--- src/sis_pkg.sv ---
// ----------------------------------------------------------------------------
// sis_pkg
// Shared types and constants for the sorted interval search block.
// ----------------------------------------------------------------------------
`default_nettype none

package sis_pkg;

    localparam int DATA_W    = 32;
    localparam int IN_IDX_W  = 10;
    localparam int OUT_IDX_W = 10;
    localparam int COUNT_W   = 11;

    localparam logic [1:0] OP_WRITE = 2'd0;
    localparam logic [1:0] OP_LEFT  = 2'd1;
    localparam logic [1:0] OP_RIGHT = 2'd2;

    typedef struct packed {
        logic mem_write;
        logic start;
        logic issue;
        logic step;
        logic out_load;
    } sis_cmd_t;

    typedef struct packed {
        logic span_ok;
        logic hit;
        logic more;
    } sis_stat_t;

endpackage

`default_nettype wire

--- src/sis_ctrl.sv ---
// ----------------------------------------------------------------------------
// sis_ctrl
// Sequencer: accepts transactions, steps the probe loop, hands off results.
// ----------------------------------------------------------------------------
`default_nettype none

module sis_ctrl (
    input  wire logic              clk,
    input  wire logic              rst_n,
    input  wire logic              in_valid,
    output logic                   in_stall,
    input  wire logic [1:0]        opcode,
    output logic                   out_valid,
    input  wire logic              out_stall,
    output sis_pkg::sis_cmd_t      cmd,
    input  wire sis_pkg::sis_stat_t stat
);
    import sis_pkg::*;

    typedef enum logic [3:0] {
        S_IDLE    = 4'b0001,
        S_ISSUE   = 4'b0010,
        S_COMPARE = 4'b0100,
        S_FINISH  = 4'b1000
    } state_t;

    state_t state_reg, state_next;
    logic   out_valid_reg, out_valid_next;
    logic   accept;

    assign in_stall  = (state_reg != S_IDLE);
    assign out_valid = out_valid_reg;
    assign accept    = in_valid && !in_stall;

    always_comb
    begin
        state_next     = state_reg;
        out_valid_next = out_valid_reg && out_stall;
        cmd            = '0;
        unique case (state_reg)
            S_IDLE:
            begin
                if (accept)
                begin
                    unique case (opcode) inside
                        OP_WRITE:
                            cmd.mem_write = 1'b1;
                        OP_LEFT, OP_RIGHT:
                        begin
                            cmd.start  = 1'b1;
                            state_next = stat.span_ok ? S_ISSUE : S_FINISH;
                        end
                        default: ;
                    endcase
                end
            end
            S_ISSUE:
            begin
                cmd.issue  = 1'b1;
                state_next = S_COMPARE;
            end
            S_COMPARE:
            begin
                cmd.step = 1'b1;
                if (!stat.hit && stat.more)
                    state_next = S_ISSUE;
                else
                    state_next = S_FINISH;
            end
            S_FINISH:
            begin
                if (!out_valid_reg || !out_stall)
                begin
                    cmd.out_load   = 1'b1;
                    out_valid_next = 1'b1;
                    state_next     = S_IDLE;
                end
            end
            default:
                state_next = S_IDLE;
        endcase
    end

    always_ff @(posedge clk or negedge rst_n)
    begin
        if (!rst_n)
        begin
            state_reg     <= S_IDLE;
            out_valid_reg <= 1'b0;
        end
        else
        begin
            state_reg     <= state_next;
            out_valid_reg <= out_valid_next;
        end
    end

endmodule

`default_nettype wire

--- config.mk ---
export PLATFORM = sky130hd
export DESIGN_NAME = sis_ctrl
export DESIGN_NICKNAME = d
export VERILOG_FILES = /design/src/sis_pkg.sv /design/src/sis_ctrl.sv
export SDC_FILE = /design/constraint.sdc
export NUM_CORES = 1
export LEC_CHECK = 0
export ABC_AREA = 1
export BUFFER_PORTS_ARGS = -buffer_cell sky130_fd_sc_hd__buf_4
export CAP_MARGIN = 20
export CORE_AREA = 2 2 39 41
export DETAILED_ROUTE_END_ITERATION = 12
export DIE_AREA = 0 0 41 43
export HOLD_SLACK_MARGIN = 0.03
export SLEW_MARGIN = 10
export SYNTH_ARGS = -nofsm -noshare
export SYNTH_HDL_FRONTEND = slang
export SYNTH_SLANG_ARGS = --single-unit
--- constraint.sdc ---
create_clock -name clk -period 2 [get_ports clk]
set_clock_uncertainty 0.15 [all_clocks]
set_input_delay 0.5 -clock clk [delete_from_list [all_inputs] [get_ports clk]]
set_output_delay 0.5 -clock clk [all_outputs]
set_load 0.02 [all_outputs]
==> flow_summary.toml, run 1 <==
[outcome]
run_status = "complete, no violations"

[synth]
synth.net_count = 60
synthDominantAreaCellType = "dfrtp_1"
netlist-cell-type-count = 14
synth_compound_area_share_pct = 2.909
post_synth_instance_area_um2 = 344.1
synthAdderAreaFrac_pct = 3.636
synth_sequential_area_ratio_pct = 36.73
synthesis.yosys.warnings = 0
synth.ff_latch_count = 5
synth_instances = 50
synth.area.mux_share_pct = 0
synth_area_leaders = "dfrtp_1 (29%), nand2_1 (14%), inv_1 (13%)"
xor_xnor_share_of_the_synthesized_area_pct = 0
synth_top_family_by_area = "simple AND/OR/NAND/NOR gates"
post_synth.cell_area_avg_um2 = 6.882
yosys.area_share.simple_pct = 42.55
post-synth-top-area-fraction_pct = 29.09

[setup_path]
timing.setup.critical_path_class = "reg -> out"
critical_path.cell_chain = "inv_2, nor2_4, nand2_2, nor2_1, buf_4"
timing.critical_path.to_type = "output pin"
cp_data_arrival_time_ps = 1270
cpPeakStageDelay_ps = 550
slowest_stage = "dfstp_2"
timing.critical_path.from_type = "register"
cp_data_required_time_ps = 1350
worst-path-max-fanout = 4

[global_route]
global_route_wire_length_before_repair_um = 1048
grt_pass1_vias = 295
grt_antenna_before_repair = 0
globalRouteTotalUtil_pct = 9.293
largest_net_degree_at_the_start_of_global_routing = 6
global_route.overflow_total = 0

[pwr]
power_density_nw_per_um2 = 1348
p_leak_uw = 0.0003288
peakVddDrop_uv = 532.4

[route]
drt_iter0_drc = 4
wire_per_inst_um = 7.598
wirelength_um = 661
average_vias_per_placed_instance = 4.126
vias = 359
drt-pass1-iter-count = 2
drtAntennaViolNets = 0
route.detailed.drc = 0

[timing]
timing.slew.headroom_pct = 84.44
worst-slew-pin-transition_ps = 233.2
achievable-frequency_mhz = 519.8
setup_viol_count_final = 0
rsz_0062_raised_after_global_routing = "yes"
setup_slack_ps = 76.31
layout_min_cycle_time_ps = 1924
report.final.slew_viol_count = 0
hold_viol_final = 0
finalCritPeriodShare_pct = 96.18

[worst_hold_path]
min_path_type = "in -> reg"

[floorplanning]
die_area_um2 = 1763
design.core.area_um2 = 1384
design.portCount = 16
die-width_um = 41
placementRows = 14
initial_utilization_pct = 24.86
chip_height_um = 43

[final_layout]
filler_cell_count = 149
number_of_flip_flops_in_the_largest_register = 4
final_core_utilization_pct = 37.79
synthToLayoutAreaGrowth_pct = 52.00
layout-drive-gt1-share_pct = 39.44
final_nets = 82
n_antenna_cell = 0

[cts]
clk_pin_slew_ps = 40
cts_root_buf = "clkbuf_4"
cts_sinks = 5
clk-insertion-delay-late_ps = 230
htree_levels = 1
cts_buffers = 3
clock_tree_from_tritoncts = "done"
clock_tree.buffer_depth = 2

[place]
hpwl_um = 568.6
routabilityCongestion = 0.6924
port-buffer-count = 15
place_ws_ps = 140.6

[flow_run]
max_cap_violations = 0
## per-stage QoR
stage	hold slack (ps)	power (uW)	TNS [ps]	instance area, um2	std cells
2_1_floorplan	54.41	449.9	0	344.1	50
3_3_place_gp	152.9	572.2	0	476.7	81
3_5_place_dp	152.9	571.9	0	476.7	81
4_1_cts	334.4	689.0	0	513.0	86
5_1_grt	357.4	771.8	-11.76	523.0	87
6_report	341.7	704.8	0	523.0	87
## cell usage after synthesis, drive strengths merged
| cell type | count |
|---|---|
| ha | 1 |
| dfrtp | 4 |
| a21oi | 2 |
| nor2 | 9 |
| nand2 | 13 |
| nand3 | 5 |
| inv | 13 |
| nand3b | 1 |
| dfstp | 1 |
| nand4 | 1 |
## cell type report
| type | count | area (um2) | share of cell area (%) |
|---|---|---|---|
| multi-input combinational | 32 | 171.4 | 32.78 |
| timing repair buffer | 17 | 130.1 | 24.88 |
| sequential | 5 | 126.4 | 24.16 |
| inverter | 13 | 48.80 | 9.330 |
| clock buffer | 4 | 26.28 | 5.024 |
| tap | 16 | 20.02 | 3.828 |
## critical path, delay by kind of cell (launching register included)
kind          cells  cell delay (ps)
simple gates      3              290
flops             1              550
buf+inv           2              190
## layer usage
metal  routed length (um)  GRT usage [%]  part of all wire (%)
met1                  289          10.49                    44
met2                  312          13.13                    47
met3                   50          1.571                   7.6
met4                    9          10.00                   1.4
met5                    0              0                     0
## final timing paths
| kind | cells past startpoint | slack [ps] | startpoint | endpoint |
|---|---|---|---|---|
| setup reg to reg | 5 | 680 | state_reg[0]$_DFFE_PN1P_ | state_reg[1]$_DFFE_PN0P_ |
| min in group asynchronous | 2 | 450 | rst_n | state_reg[1]$_DFFE_PN0P_ |
| setup / recovery | 5 | 80 | state_reg[0]$_DFFE_PN1P_ | cmd[4] |
| hold / removal | 3 | 340 | out_stall | out_valid$_DFF_PN0_ |
| max in group asynchronous | 2 | 1060 | rst_n | state_reg[0]$_DFFE_PN1P_ |
| hold reg to reg | 2 | 350 | out_valid$_DFF_PN0_ | out_valid$_DFF_PN0_ |
## layout by cell type, fill, tap and decap left out, types with 2 or more instances in the layout
| cell type | synthesis | layout |
|---|---|---|
| a21oi_1 | 2 | 2 |
| buf_4 | 0 | 16 |
| clkbuf_4 | 0 | 3 |
| dfrtp_1 | 4 | 4 |
| inv_1 | 12 | 12 |
| nand2_1 | 13 | 12 |
| nand3_1 | 3 | 3 |
| nand3_2 | 2 | 2 |
| nor2_1 | 5 | 5 |
| nor2_2 | 3 | 3 |
## repair_timing
item,4_1_cts,5_1_grt
hold buffers,1,0
buffers inserted,0,1
gates resized for setup,0,1
setup endpoints to repair,0,2
endpoints found under the hold margin,4,0
## logic make-up (layout without fill, tap and decap cells)
family / after synthesis / count (layout)
simple gates: 29 / 29
compound gates: 2 / 2
flops: 5 / 5
fa+ha+maj: 1 / 1
buf+inv: 13 / 34
## where the power goes
part	total, uW	switching, uW	internal (uW)
clock	111	36.3	75.1
combinational	406	238	168
sequential	187	38.0	149
total	705	312	393
(Power assumes the default switching activity.)
==> run 2, diff against run 1 <==
- SLEW_MARGIN: 10 -> unset
- clock period: 2 -> 2.1 ns (I/O delays scaled with it)
==> flow_summary.toml, run 2 (same netlist as run 1, synthesis figures left out) <==
[outcome]
run_status = "complete, no violations"

[floorplanning]
die_area_um2 = 1763
placementRows = 14
design.core.area_um2 = 1384
design.portCount = 16
die-width_um = 41
initial_utilization_pct = 24.86
chip_height_um = 43

[final_layout]
mostFrequentLayoutCells = "buf_4 (15), nand2_1 (13), inv_1 (12), nor2_1 (5), dfrtp_1 (4)"
number_of_flip_flops_in_the_largest_register = 4
mostFrequentLayoutCell = "buf_4"
synthToLayoutAreaGrowth_pct = 49.09
final_nets = 81
n_antenna_cell = 0
layout-drive-gt1-share_pct = 37.14

[place]
hpwl_um = 568.6
place_ws_ps = 190.6
port-buffer-count = 15
routabilityCongestion = 0.6925

[cts]
htree_levels = 1
cts_sinks = 5
clk_pin_slew_ps = 40
clk-insertion-delay-late_ps = 230
cts_buffers = 3
cts_root_buf = "clkbuf_4"
clock_tree_from_tritoncts = "done"
clock_tree.buffer_depth = 2

[setup_path]
timing.critical_path.from_type = "register"
cpPeakStageDelay_ps = 550
critical_path.cell_chain = "inv_2, nor2_4, nand2_1, nor2_1, buf_4"
worst-path-max-fanout = 4
cp_data_required_time_ps = 1420
cp_data_arrival_time_ps = 1300
slowest_stage = "dfstp_2"
timing.critical_path.to_type = "output pin"
timing.setup.critical_path_class = "reg -> out"

[route]
met1Wirelength_um = 300
detailroute.wirelength.met2_um = 298
wirelength_um = 658
route.top_layer_used = "met4"
average_vias_per_placed_instance = 4.140
route.detailed.drc = 0
drt_iter0_drc = 4
wire_per_inst_um = 7.651
vias = 356
drt-pass1-iter-count = 2
drtAntennaViolNets = 0
met3WireLength_um = 50

[pwr]
peakVddDrop_uv = 505.8
p_leak_uw = 0.0003243
power_density_nw_per_um2 = 1256

[timing]
rsz_0062_raised_after_global_routing = "no"
setup_viol_count_final = 0
layout_min_cycle_time_ps = 1980
setup-tns-final_ps = 0
hold_viol_final = 0
setup_slack_ps = 120.4
achievable-frequency_mhz = 505.1
timing.slew.headroom_pct = 85.32
report.final.slew_viol_count = 0
finalCritPeriodShare_pct = 94.27
worst-slew-pin-transition_ps = 220.0

[global_route]
global_route.overflow_total = 0
grt_pass1_vias = 295
grt_antenna_before_repair = 0
global_route_wire_length_before_repair_um = 1048
largest_net_degree_at_the_start_of_global_routing = 6
globalRouteTotalUtil_pct = 9.293

[worst_hold_path]
min_path_type = "reg -> reg"

[flow_run]
max_cap_violations = 0
run 2: changes by cell type in the layout (fill, tap and decap cells not counted):
cell,delta
buf_4,-1
nand2_1,+1
nand2_2,-1
run 2: path summary, 6_finish.rpt:
path / startpoint / endpoint / slack [ps] / cells after the start
hold reg to reg: out_valid$_DFF_PN0_ / out_valid$_DFF_PN0_ / 350 / 2
hold / removal: out_valid$_DFF_PN0_ / out_valid$_DFF_PN0_ / 350 / 2
min in group asynchronous: rst_n / state_reg[1]$_DFFE_PN0P_ / 470 / 2
setup / recovery: state_reg[0]$_DFFE_PN1P_ / cmd[4] / 120 / 5
setup reg to reg: state_reg[0]$_DFFE_PN1P_ / state_reg[3]$_DFFE_PN0P_ / 840 / 7
max in group asynchronous: rst_n / state_reg[0]$_DFFE_PN1P_ / 1140 / 2
run 2: cell type report:
class                   count  area [um2]
clock buffers               4       26.28
flip-flops and latches      5       126.4
multi-input cells          32       168.9
well taps                  16       20.02
repair buffers             16       122.6
fillers                   149       870.8
inverters                  13       48.80
run 2: layer usage:
| layer | GRT usage, % | vias up |
|---|---|---|
| met2 | 13.13 | 12 |
| li1 | - | 188 |
| met5 | 0 | - |
| met3 | 1.571 | 2 |
| met4 | 10.00 | 0 |
| met1 | 10.49 | 154 |
run 2: per-stage QoR:
stage / cells / hold slack (ps) / instance area, um2 / power (uW) / util, %
5_1_grt: 86 / 382.4 / 513.0 / 705.0 / 37.07
4_1_cts: 86 / 354.3 / 513.0 / 656.2 / 37.07
3_5_place_dp: 81 / 177.9 / 476.7 / 544.6 / 34.45
6_report: 86 / 352.7 / 513.0 / 644.5 / 37.07
2_1_floorplan: 50 / 79.41 / 344.1 / 428.5 / -
3_3_place_gp: 81 / 177.9 / 476.7 / 544.9 / 34.45
run 2: power breakdown:
group	total, uW	leakage (uW)	internal (uW)	switching, uW
Combinational	360	0.000245	141	219
Sequential	178	0.0000647	142	35.8
Clock	106	0.0000150	71.5	34.5
Total	644	0.000324	355	290
run 2: timing repair:
item,CTS,global route
buffers inserted,0,0
hold endpoints to repair,4,0
hold buffers,1,0
resized for setup,0,0
run 2: critical path, delay by kind of cell, from the launching register on:
family,cells,cell delay [ps]
flops,1,550
simple gates,3,340
buf+inv,2,190
